**src/hdl/lpc_queue.sv**
```systemverilog
// small first-in first-out queue of register entries
module lpc_queue #(
   parameter int WIDTH = 8,
   parameter int DEPTH = 4
) (
   input  logic             clock,
   input  logic             reset,
   input  logic             push,
   input  logic [WIDTH-1:0] push_data,
   output logic             full,
   input  logic             pop,
   output logic [WIDTH-1:0] pop_data,
   output logic             empty
);

   localparam int PTR_W = (DEPTH > 1) ? $clog2(DEPTH) : 1;
   localparam int CNT_W = $clog2(DEPTH + 1);

   logic [WIDTH-1:0] entry_ff [DEPTH];
   logic [PTR_W-1:0] wr_ptr_ff, wr_ptr_in;
   logic [PTR_W-1:0] rd_ptr_ff, rd_ptr_in;
   logic [CNT_W-1:0] count_ff, count_in;

   always_comb begin
      wr_ptr_in = wr_ptr_ff;
      rd_ptr_in = rd_ptr_ff;
      count_in  = count_ff;
      if (push) begin
         wr_ptr_in = (wr_ptr_ff == PTR_W'(DEPTH - 1)) ? '0 : (wr_ptr_ff + 1'b1);
      end
      if (pop) begin
         rd_ptr_in = (rd_ptr_ff == PTR_W'(DEPTH - 1)) ? '0 : (rd_ptr_ff + 1'b1);
      end
      case ({push, pop})
         2'b10:   count_in = count_ff + 1'b1;
         2'b01:   count_in = count_ff - 1'b1;
         default: count_in = count_ff;
      endcase
   end

   always_ff @(posedge clock) begin
      if (reset) begin
         wr_ptr_ff <= '0;
         rd_ptr_ff <= '0;
         count_ff  <= '0;
      end else begin
         wr_ptr_ff <= wr_ptr_in;
         rd_ptr_ff <= rd_ptr_in;
         count_ff  <= count_in;
      end
   end

   always_ff @(posedge clock) begin
      if (push) begin
         entry_ff[wr_ptr_ff] <= push_data;
      end
   end

   assign pop_data = entry_ff[rd_ptr_ff];
   assign full     = (count_ff == CNT_W'(DEPTH));
   assign empty    = (count_ff == '0);

endmodule

```
**config.mk**
```make
export PLATFORM = sky130hd
export DESIGN_NAME = lpc_queue
export DESIGN_NICKNAME = d
export VERILOG_FILES = /design/src/hdl/lpc_queue.sv
export SDC_FILE = /design/constraint.sdc
export NUM_CORES = 1
export LEC_CHECK = 0
export BUFFER_PORTS_ARGS = -buffer_cell sky130_fd_sc_hd__buf_2
export CAP_MARGIN = 10
export CORE_UTILIZATION = 53
export DETAILED_ROUTE_END_ITERATION = 8
export PLACE_DENSITY = 0.74
export SLEW_MARGIN = 20
export SYNTH_ARGS = -nofsm -noshare
export SYNTH_HDL_FRONTEND = slang
export SYNTH_SLANG_ARGS = --single-unit
```
**constraint.sdc**
```tcl
create_clock -name clock -period 1.7 [get_ports clock]
set_input_delay 0.085 -clock clock [delete_from_list [all_inputs] [get_ports clock]]
set_output_delay 0.085 -clock clock [all_outputs]
set_load 0.03 [all_outputs]
```
* Word level (Yosys, flattened, before mapping)
Memories as Yosys holds them, arrays and structs flattened. A register that Yosys moved wholly into a read port is not among the register bits.
Index checks and enable logic that the tools add are counted.
** Storage, ports and cells
- Flip-flop bits (word level) :: 7
- Bits in latches :: 0
- Memory bits (writable) :: 32
- Bits in read-only memories :: 0
- Input bits :: 12
- Output and inout bits :: 10
- Word-level logic and storage cells :: 22
- Memories :: 1
** Cells by class
- $add $sub $neg :: 4
- Multipliers :: 0
- Divide/modulo/power cells :: 0
- Order comparisons :: 0
- Equality and inequality tests :: 5
- Shift operators :: 0
- Mux-type cells :: 7
- Bitwise gates (word level) :: 0
- Reduce and logical (&&, ||, !) cells :: 2
** Memories
- entry_ff :: depth 4, width 8, rd ports 1, clocked after memory_dff 1, wr ports 1, RTL line 19 : logic [WIDTH-1:0] entry_ff [DEPTH];
** Operators by type and width (number)
- two-way mux 2 bit :: 4
- equality test 2 bit, second input constant :: 3
- one-hot mux 3 bit (2 select lines) :: 1
- adder 2 x 1 -> 2 bit, second input constant :: 2
- adder 3 x 1 -> 3 bit, second input constant :: 1
- equality test 3 bit, second input constant :: 1
- logical NOT 3 bit :: 1
- subtractor 3 x 1 -> 3 bit, second input constant :: 1
- equality test 2 x 1 -> 1 bit, second input constant :: 1
- two-way mux 1 bit :: 2
- nonzero test 2 bit :: 1

* Longest topological paths before layout
- Depth after elaboration :: 4
- Gate-level depth with buffers :: 7
- Mapped depth without buffers :: 7

* Worst setup path before layout
Ideal clock, no wire load.
- Kind :: flip-flop to flip-flop
- From :: register count_ff[0]
- To :: register count_ff[2]
- Library setup time :: 0.070 ns
- Arrival :: 1.391 ns
- Data required time :: 1.630 ns
- Setup slack :: 0.240 ns
- Cell stages (with the launch flop) :: 6
- Path buffers :: 0
- Clock period less this slack :: 1.460 ns
- Path through :: dfxtp_1 -> inv_1 -> fa_1 -> xor2_1 -> or3_1 -> a21oi_1
** On the way
- Longest elaborated chain between the ends :: 2
- Elaborated cells between the ends (all ways) :: 3
- Those cells by class :: add/sub: 2; mux: 1
** Ends and longest elaborated chain
- from (decl) :: RTL line 22 : logic [CNT_W-1:0] count_ff, count_in;
- from (signal assigned) :: RTL line 49 : count_ff <= count_in;
- subtractor 3 x 1 -> 3 bit / adder 3 x 1 -> 3 bit (equally long branches) :: RTL line 36, 35
- one-hot mux 3 bit (2 select lines) (*) :: RTL line 34 : case ({push, pop})
Every way passes the cells marked *; elsewhere a longest branch is shown, timed or not.
A chain may end at the register's enable or synchronous reset.

==> out/metrics.cfg <==
[job]
maxCapViolCount = 0

[detailed_routing]
drt_iter0_markers = 20
wl_per_cell_um = 15.56
drcViolationCount = 4
wirelength_um = 2459
antenna_left = 0
firstDrtPassIters = 7
vias_per_cell = 5.285
routed-via-count = 835

[power]
power.total_mw = 1.899
p_int_mw = 1.416
vdd_drop_max_mv = 0.6608
pwr-share-clk = 0.237
switchingPower_mw = 0.4831
combPwrFrac = 0.152
power.leakage_nw = 0.7087
power_density_mw_per_mm2 = 1005
swShare = 0.2544
seqPwrFrac = 0.610

[min_path]
min_path_type = in -> reg

[timing]
setup_violations = 0
clock.fmax_ghz = 0.6107
min_period_over_period = 0.9632
tightest_slew_ns = 0.4265
setup_ws_ns = 0.06248
fin_skew_ns = 0.01819
whs_ns = 0.07422
slew_violations = 0
fin_tns_setup_ns = 0
finalCriticalPeriod_ns = 1.638
maxSlewHeadroom = 0.7157
rsz0062_at_grt = no
hold_viol = 0

[floorplan]
core_sq_mm = 0.002805
num_rows = 19
dieArea_sq_mm = 0.003253
start_util = 0.5723
ios = 22
die_y_um = 57.04
die_x_um = 57.04

[placement]
io_buffers = 21
pre_cts_slack_ns = 0.08311
gp_congestion = 0.6576
placed_cells = 141
dpl-instance-area_sq_mm = 0.001740
dp_hpwl_um = 1644

[setup_path]
cp_cell_sequence = buf_6 -> mux4_2 -> buf_4
path_class = reg -> out
end_kind = output pin
startpoint_type = flop
worstPathRequired_ns = 1.62
crit_fanout = 8
slowest_delay_ns = 0.51
cp_slowest_cell = mux4_2
critPathTopFamily = multiplexers
cp.arrival_ns = 1.55
crit_buf_inv = 2

[yosys]
syn_area_sq_mm = 0.001605
yosys.area_share.simple = 0.05222
ys_warn_count = 0
synth_seq_cells = 41
synth_xor_area_frac = 0.01091
synth_adder_area_share = 0.05924
muxShareOfSynthArea = 0.1247
synth_compound_area_frac = 0.01559
ys_types = 18
synth_top_family_by_area = multiplexers
ys_seq_area_frac = 0.7108
syn_area_per_cell_sq_um = 17.84
synth_fp_nets = 109
synthCells = 90

[final_layout]
drive_gt1_frac = 0.2835
fin_util = 0.6735
area_delta_synth_final_pct = 17.69
antenna_cells = 0
fin_area_sq_mm = 0.001889
nets = 145
instances_no_fill = 158

[clocking]
h-tree-depth = 2
clock-sinks = 41
cts_tree = yes
clk_latency_ns = 0.35
clk_pin_slew_ns = 0.12
cts_root_buf = clkbuf_4
post_cts_buffers = 0
cts_buffers = 5
clockBufferDepth = 2

[run_status]
failed_checks = design-rule violations
status = finished, violations left

[global_route]
grt_max_degree = 13
grt_pass1_wl_um = 4008
grt_use_total = 0.1781
first_global_vias = 914
antenna_found_initial = 0
overflow = 0

[Yosys cell counts, drive strengths merged]
library cell | count | area share
nor3 | 1 | 0.0031
clkbuf | 1 | 0.0031
a21oi | 4 | 0.012
edfxtp | 32 | 0.60
o21ai | 1 | 0.0031
xor2 | 2 | 0.011
ha | 6 | 0.047
and2 | 4 | 0.016
fa | 1 | 0.012
mux4 | 8 | 0.11
buf | 1 | 0.0070
nor2 | 7 | 0.016
inv | 7 | 0.016
dfxtp | 9 | 0.11
or3 | 1 | 0.0039
and3 | 1 | 0.0039
nor3b | 2 | 0.0094
mux2i | 2 | 0.012
[cell type report]
cell class / count / area (sq um)
fill: 202 / 915.9
inverter: 7 / 26.28
multi-input combinational: 40 / 421.7
clock inverter: 1 / 5.005
sequential: 41 / 1141
timing repair buffer: 31 / 211.5
clock buffer: 7 / 45.04
tap: 31 / 38.79
[power groups by stage]
stage	Combinational, mW	Clock [mW]	Sequential, mW
final	0.289	0.451	1.16
after global placement	0.263	0	1.18
after floorplan	0.200	0	1.17
after global routing	0.318	0.497	1.17
after detailed placement	0.271	0	1.18
after CTS	0.289	0.463	1.16
[tightest hold or removal path: cells and delay by family]
kind	cells	cell delay, ns
buf+inv	1	0.13
mux	1	0.08
simple gates	1	0.08
[metal layers]
metal,track usage,vias to the layer above,wire [um],part of all wire
li1,-,410,-,-
met1,0.2048,397,1039,0.42
met2,0.2941,23,1248,0.51
met3,0.04989,5,119,0.048
met4,0.1150,0,51,0.021
met5,0,-,0,0
[worst paths after layout]
| path | startpoint | to | slack, ns | depth (start not counted) |
|---|---|---|---|---|
| worst max register to register | count_ff[0] | count_ff[2] | 0.13 | 5 |
| worst max-delay path | flop | pop_data[5] | 0.06 | 3 |
| worst min-delay path | push | wr_ptr_ff[1] | 0.07 | 3 |
| worst min register to register | count_ff[2] | count_ff[2] | 0.53 | 2 |
[cells in the final DEF (no fill, tap or decap)]
master         synthesis  layout
a21oi_1                4       4
and2_1                 4       4
and3_1                 1       1
buf_2                  0      19
buf_4                  0       2
buf_6                  1       1
clkbuf_1               0       2
clkbuf_4               0       5
clkinv_2               0       1
dfxtp_1                9       9
dlygate4sd3_1          0       9
edfxtp_1              32      32
fa_1                   1       1
ha_1                   6       6
inv_1                  7       7
mux2i_1                2       2
mux4_2                 8       8
nor2_1                 7       7
nor3_1                 1       1
nor3b_1                2       2
o21ai_0                1       1
or3_1                  1       1
xor2_1                 2       2
[kinds of logic after synthesis]
logic type,Yosys count
multiplexers,10
AND/OR/NAND/NOR,16
adder cells (fa/ha/maj),7
XOR/XNOR,2
buffers and inverters,9
AO/OA/AOI/OAI,5
flip-flops,41
[flip-flops by register name (all words and copies together), names as in the netlist, named ones only]
| signal | count |
|---|---|
| count_ff | 3 |
| entry_ff | 32 |
| rd_ptr_ff | 2 |
| wr_ptr_ff | 2 |
[what timing repair did]
| item | 4_1_cts | 5_1_grt |
|---|---|---|
| hold buffers | 9 | 0 |
| cloned | 0 | 0 |
| hold endpoints to repair | 39 | 0 |
| pin swaps | 0 | 0 |
| endpoints found under the setup margin | 1 | 2 |
| gates resized for setup | 1 | 4 |
Power figures use the tool's default switching activity.
