### config.mk
export PLATFORM = sky130hd
export DESIGN_NAME = lpc_front
export DESIGN_NICKNAME = d
export VERILOG_FILES = /design/src/hdl/lpc_pkg.sv /design/src/hdl/lpc_front.sv
export SDC_FILE = /design/constraint.sdc
export NUM_CORES = 1
export LEC_CHECK = 0
export ABC_CLOCK_PERIOD_IN_PS = 12830
export BUFFER_PORTS_ARGS = -buffer_cell sky130_fd_sc_hd__buf_2
export CORE_ASPECT_RATIO = 2
export CORE_MARGIN = 10
export CORE_UTILIZATION = 42
export CTS_BUF_LIST = sky130_fd_sc_hd__clkbuf_8
export DETAILED_ROUTE_END_ITERATION = 8
export PLACE_DENSITY = 0.64
export RECOVER_POWER = 100
export SLEW_MARGIN = 20
export SYNTH_ARGS = -nofsm -noshare
export SYNTH_HDL_FRONTEND = slang
export SYNTH_SLANG_ARGS = --single-unit
### constraint.sdc
create_clock -name clock -period 12.83 [get_ports clock]
set_input_delay 2.566 -clock clock [delete_from_list [all_inputs] [get_ports clock]]
set_output_delay 2.566 -clock clock [all_outputs]
set_load 0.005 [all_outputs]
### src/hdl/lpc_pkg.sv
// shared types, constants and blend arithmetic for the layer pixel compositor
package lpc_pkg;

   typedef enum logic [1:0] {
      MODE_NORMAL   = 2'd0,
      MODE_MULTIPLY = 2'd1,
      MODE_ADD      = 2'd2,
      MODE_REPLACE  = 2'd3
   } mode_type;

   typedef struct packed {
      logic [15:0] pixel_index;
      logic        first_layer;
      mode_type    blend_mode;
      logic [7:0]  opacity;
      logic [7:0]  src_red;
      logic [7:0]  src_green;
      logic [7:0]  src_blue;
      logic [7:0]  src_alpha;
   } req_type;

   typedef struct packed {
      logic [15:0] out_index;
      logic [7:0]  out_red;
      logic [7:0]  out_green;
      logic [7:0]  out_blue;
      logic [7:0]  out_alpha;
   } rsp_type;

   // classified item handed from the front to the back
   typedef struct packed {
      req_type     req;
      logic [15:0] alpha_prod;
   } work_type;

   localparam int          QUEUE_DEPTH   = 4;
   localparam int          CHANNELS      = 4;
   localparam logic [15:0] FULL_SQ       = 16'd65025;
   localparam logic [16:0] FULL_SQ_RECIP = 17'd66051;
   localparam logic [7:0]  CHAN_MAX      = 8'd255;

   // numerator over 65025 for a color channel
   function automatic logic [23:0] chan_num(mode_type mode, logic [7:0] s, logic [7:0] d,
                                            logic [15:0] p);
      logic [15:0] x;
      logic [7:0]  y;
      logic [15:0] w;
      if (mode == MODE_NORMAL) begin
         x = p;
         y = s;
         w = FULL_SQ - p;
      end else begin
         // s*d/255 == s*255*d/65025
         x = {s, 8'd0} - {8'd0, s};
         y = d;
         w = 16'd0;
      end
      return (24'(x) * 24'(y)) + (24'(w) * 24'(d));
   endfunction

   // numerator over 65025 for the alpha channel
   function automatic logic [23:0] alpha_num(mode_type mode, logic [7:0] da, logic [15:0] p);
      logic [7:0]  y;
      logic [15:0] w;
      y = (mode == MODE_MULTIPLY) ? da : CHAN_MAX;
      w = (mode == MODE_NORMAL) ? (FULL_SQ - p) : 16'd0;
      return (24'(p) * 24'(y)) + (24'(w) * 24'(da));
   endfunction

   // reciprocal estimate of num/65025, low by at most one
   function automatic logic [7:0] div_est(logic [23:0] num);
      logic [40:0] prod;
      prod = 41'(num) * 41'(FULL_SQ_RECIP);
      return prod[39:32];
   endfunction

   // one correction step, q*65025 built from shifts
   function automatic logic [7:0] div_fix(logic [23:0] num, logic [7:0] est);
      logic [23:0] back;
      logic [23:0] rem;
      back = {est, 16'd0} - {7'd0, est, 9'd0} + 24'(est);
      rem  = num - back;
      return (rem >= 24'(FULL_SQ)) ? (est + 8'd1) : est;
   endfunction

   function automatic logic [7:0] sat_add(logic [7:0] a, logic [7:0] b);
      logic [8:0] sum;
      sum = {1'b0, a} + {1'b0, b};
      return sum[8] ? CHAN_MAX : sum[7:0];
   endfunction

   function automatic logic [7:0] chan_result(mode_type mode, logic [7:0] q, logic [7:0] s,
                                              logic [7:0] d);
      logic [7:0] r;
      case (mode)
         MODE_ADD:     r = sat_add(s, d);
         MODE_REPLACE: r = s;
         default:      r = q;
      endcase
      return r;
   endfunction

   function automatic logic [7:0] alpha_result(mode_type mode, logic [7:0] q, logic [7:0] da);
      logic [7:0] r;
      case (mode)
         MODE_ADD: r = sat_add(q, da);
         default:  r = q;
      endcase
      return r;
   endfunction

endpackage

### src/hdl/lpc_front.sv
// front end: takes layer pixels, forms the alpha product and the buffer slot
module lpc_front #(
   parameter int PIXELS = 65536,
   parameter int SLOT_W = 16
) (
   input  logic                clock,
   input  logic                reset,
   input  logic                push,
   input  lpc_pkg::req_type    req_data,
   input  logic                advance,
   output logic                work_push,
   output lpc_pkg::work_type   work_data,
   output logic [SLOT_W-1:0]   work_slot
);

   localparam logic [32:0] SLOT_RECIP = 33'(64'h1_0000_0000 / PIXELS);
   localparam logic [16:0] SLOT_MOD   = 17'(PIXELS);
   localparam logic [24:0] SLOT_LIMIT = 25'(PIXELS);

   logic             v1_ff, v2_ff;
   lpc_pkg::req_type req1_ff, req2_ff;
   logic [15:0]      quot1_ff, quot1_in;
   logic [15:0]      prod1_ff, prod1_in;
   logic [15:0]      prod2_ff;
   logic [16:0]      qmul2_ff, qmul2_in;
   logic [48:0]      quot_prod;
   logic [16:0]      diff, diff_fix;

   // quotient estimate of index / PIXELS, low by at most one
   always_comb begin
      quot_prod = 49'(req_data.pixel_index) * 49'(SLOT_RECIP);
      quot1_in  = quot_prod[47:32];
      prod1_in  = 16'(req_data.src_alpha) * 16'(req_data.opacity);
      qmul2_in  = 17'(quot1_ff * SLOT_MOD);
   end

   always_comb begin
      diff     = {1'b0, req2_ff.pixel_index} - qmul2_ff;
      diff_fix = ({8'd0, diff} >= SLOT_LIMIT) ? (diff - SLOT_MOD) : diff;
   end

   always_ff @(posedge clock) begin
      if (reset) begin
         v1_ff <= 1'b0;
         v2_ff <= 1'b0;
      end else if (advance) begin
         v1_ff <= push;
         v2_ff <= v1_ff;
      end
   end

   always_ff @(posedge clock) begin
      if (advance) begin
         req1_ff  <= req_data;
         quot1_ff <= quot1_in;
         prod1_ff <= prod1_in;
         req2_ff  <= req1_ff;
         prod2_ff <= prod1_ff;
         qmul2_ff <= qmul2_in;
      end
   end

   assign work_push = v2_ff && advance;
   assign work_data = '{req: req2_ff, alpha_prod: prod2_ff};
   assign work_slot = SLOT_W'(diff_fix);

endmodule

# Word-level counts from Yosys, hierarchy flattened
# Cells that the tools add are included.
# op_classes
order_cmp	1
addsub	1
n_reduce_logical	1
muxes	1
mul	1
# ops
cell	n
16-bit by 17-bit >= comparator with 1-bit output (second input constant)	1
8-bit by 8-bit multiplier with 16-bit output	1
16-bit two-way mux	1
16-bit by 1-bit subtractor with 16-bit output (second input constant)	1
1-bit logical AND	1
# totals
in_bits	63
reg_bits	152
out_inout_bits	92

# Depth between registers and ports, before layout
# logic_depth
ltp_word	2
mapped_depth	15

# Worst setup path after synthesis
# No wires, ideal clock.
# synth_timing
kind	input port to flip-flop
startpoint	in req_data[3] in the netlist's numbering
endpoint	reg prod1_ff[11], data pin
n_path_buf	0
path_stages	15
arrival_time_ns	6.011
setup_slack_ns	6.560
cell_sequence	and2_1 > fa_1 > inv_1 > fa_1 > inv_1 > fa_1 > inv_1 > fa_1 > inv_1 > ha_1 > and2_4 > a221oi_2 > nand2_1 > a31oi_1 > xnor2_1
# synth_via
elab_chain_len	1
# synth_lines
element	line_no	source
start, declared	lpc_front.sv:9	input lpc_pkg::req_type req_data,
8-bit by 8-bit multiplier with 16-bit output	lpc_front.sv:33	prod1_in = 16'(req_data.src_alpha) * 16'(req_data.opacity);
named net prod1_in[11]	lpc_front.sv:23	logic [15:0] prod1_ff, prod1_in;
end signal, assigned	lpc_front.sv:56	prod1_ff <= prod1_in;
end, declared	lpc_front.sv:23	
# The timed path passes the listed nets, and every way through them passes these cells.
# A chain may end at the register's enable or synchronous reset.

# Worst setup path in the final report
# layout_timing
startpoint	in req_data[38] in the netlist's numbering
endpoint	reg prod1_ff[11], data pin
# The elaborated chain is that of the path after synthesis.

==> metrics.yaml <==
ys.flop_type: "edfxtp_1"
cts_sinks: 152
cp.arrival_ns: 6.69
critPathMaxStageDelay_ns: 0.55
io_pins: 155
synthAdderAreaFrac: 0.172
design_area_um2: 7960
r2r_cells: 0
grt_max_degree: 103
cts_resized: 0
layout.nets: 709
clkLatencyLatePin_ns: 0.43
cts-htree-levels: 4
fin_crit_ns: 6.50
start_kind: "input port"
grt_usage: 0.128
total_power_mw: 1.28
synthSimpleGateAreaFrac: 0.0732
ant_nets: 0
async_flop_share: 0
min_period_over_period: 0.507
min_to: "work_data[42]$_DFFE_PP_"
fmax_ghz: 0.154
max_slew_margin: -0.703
start_util: 0.429
n_antenna_cell: 0
drv_cap: 1
worstMarginPinSlew_ns: 2.55
dieArea_um2: 22000
drive_gt1_frac: 0.158
min_path_cells: 0
die_y_um: 200
clockBufferDepth: 2
synth_mux_area_frac: 0.00294
die_w_um: 110
synth_top_cells_by_area: "edfxtp_1 (66%), fa_1 (11%), ha_1 (6.6%)"
p_leak_nw: 3.19
ys_seq_area_frac: 0.668
slowest_stage: "fa_1"
stdcell_count: 788
drv_slew: 53
violations: "max-capacitance violations, max-slew violations"
max-vdd-ir-drop_v: 0.0000675
p_per_area_nw_per_um2: 160
r2r-start: "req1_ff[11]$_DFFE_PP_"
r2r-end: "work_data[27]$_DFFE_PP_"
finalSetupTns_ns: 0
synth_top_family_by_area: "adder cells"
num-fill-cells: 1468
first_pass_iters: 4
antenna_found_initial: 0
synth_compound_area_frac: 0.0252
cp_cell_sequence: "clkbuf_1 -> nand2_1 -> fa_1 -> fa_1 -> inv_1 -> fa_1 -> inv_1 -> fa_1 -> inv_1 -> ha_1 -> and2_0 -> a221oi_1 -> nand2_1 -> a31oi_1 -> xnor2_1"
crit_path_frequent_cell: "fa_1"
drc: 0
wl_per_cell_um: 17.6
num_rows: 65
synthTopCellsByCount: "edfxtp_1 (150), inv_1 (49), and2_1 (48)"
drt_wl_total_um: 13900
ctsHoldBuffers: 0
yosysTopAreaCell: "edfxtp_1"
synth_top_area_share: 0.662
r2r_slack_ns: 12.17
cp-end-kind: "flop"
hold_viol_final: 0
synth.most_common_cell: "edfxtp_1"
hold_path.class: "reg2reg"
drt_iter0_drc: 180
gp_congestion: 0.809
synth-seq-cells: 152
placed_area_um2: 7720
yosys_warnings: 0
critPathKind: "in2reg"
cts_tree: "yes"
via_count: 3702
syn-cell-area_um2: 6810
port_buffers: 154
clk_pin_slew_ns: 0.08
syn_nets: 551
core_area_um2: 15900
rsz0062_at_grt: "false"
status: "finished, violations left"
cts_buffers: 17
vias_per_cell: 4.70
synth-edff-count: 150
skew_ns: 0.00700
cp.required_ns: 13.01
synth-xor-area-share: 0.0142
min_from: "req1_ff[26]$_DFFE_PP_"
cts_setup_buffers: 0
netlist-cell-type-count: 32
grt_pass1_wl_um: 20900
first_global_vias: 3937
dp_cells: 756
grt.overflow.total: 0
synth_cells: 416
finalSetupViolCount: 0
cts_root_buf: "clkbuf_8"
fin_util: 0.502
syn_area_per_cell_um2: 16.4
syn2layout_area_growth_pct: 16.9
hpwl_um: 10800
path_max_fanout: 9
## cells by family (layout without fill, tap and decap cells)
group,Yosys count,count (layout)
adder cells (fa/ha/maj),72,72
flip-flops,152,152
AO/OA/AOI/OAI,23,23
AND/OR/NAND/NOR,91,91
buffers and inverters,65,236
XOR/XNOR,11,11
multiplexers,2,2
## how the worst max path moves through the flow
stage                 startpoint                     end  slack, ns  depth (start not counted)
finish              req_data[38]  prod1_ff[11]$_DFFE_PP_       6.33                         15
global route         req_data[0]  prod1_ff[15]$_DFFE_PP_       6.13                         15
floorplan            req_data[3]  prod1_ff[11]$_DFFE_PP_       6.56                         15
global placement     req_data[2]  prod1_ff[14]$_DFFE_PP_       6.23                         14
CTS                  req_data[3]  prod1_ff[11]$_DFFE_PP_       6.63                         16
detailed placement   req_data[3]  prod1_ff[11]$_DFFE_PP_       6.16                         16
## layout make-up
type                       instances  area, um^2  share of cell area
sequential                       152        4540               0.571
multi-input combinational        199        1940               0.244
timing repair buffer             155         666              0.0837
tap                              201         251              0.0316
clock buffer                      17         234              0.0294
inverter                          49         184              0.0231
clock inverter                    15         139              0.0175
## stage by stage
stage               hold WS [ns]  setup WS, ns
floorplan                  0.400          6.56
global placement           0.400          6.23
detailed placement         0.405          6.16
CTS                        0.421          6.63
global route               0.427          6.13
finish                     0.422          6.33
## where the power goes
group	switching [mW]	total, mW	leakage, nW	internal, mW
registers	0.0146	0.643	1.48	0.628
clock network	0.176	0.333	0.180	0.156
logic	0.169	0.300	1.53	0.131
total	0.360	1.28	3.19	0.915
## registers in the layout (all words and copies together) (netlist names)
signal and count:
req1_ff 59, work_data 59, prod1_ff 16, prod2_ff 16, v1_ff 1, v2_ff 1
## cell usage in the layout, fill, tap and decap left out, types with 2 or more instances in the layout
cell type   Yosys  routed
edfxtp_1      150     150
clkbuf_1        0      93
buf_2           0      61
inv_1          49      49
and2_1         48      41
fa_1           36      36
ha_1           36      36
nand2_1        23      23
clkbuf_8        0      17
and2_0          0       8
nor2_1          8       8
xnor2_1         7       7
inv_6           0       7
a21oi_1         5       5
o21a_1          4       4
xor2_1          4       4
a211o_1         3       3
and3_1          3       3
clkinvlp_4      0       3
nor3_1          2       2
nor2b_1         2       2
o211ai_1        2       2
o21ai_0         1       2
mux2i_1         2       2
clkinv_4        0       2
clkinv_1        0       2
dfxtp_1         2       2
## critical path, delay by kind of cell
kind	cells	cell delay, ns
AOI/OAI and AO/OA	2	0.57
xor gates and xnor gates	1	0.08
adders and majority gates	5	2.46
and+or+nand+nor	3	0.47
buffers and inverters	4	0.53
## routing by layer
layer / vias to the layer above / part of all wire / GRT usage
met5: - / 0 / 0
met2: 109 / 0.58 / 0.241
met1: 1831 / 0.33 / 0.125
met4: 0 / 0.015 / 0.0460
met3: 10 / 0.076 / 0.0398
li1: 1752 / - / -
Power figures use the tool's default switching activity.
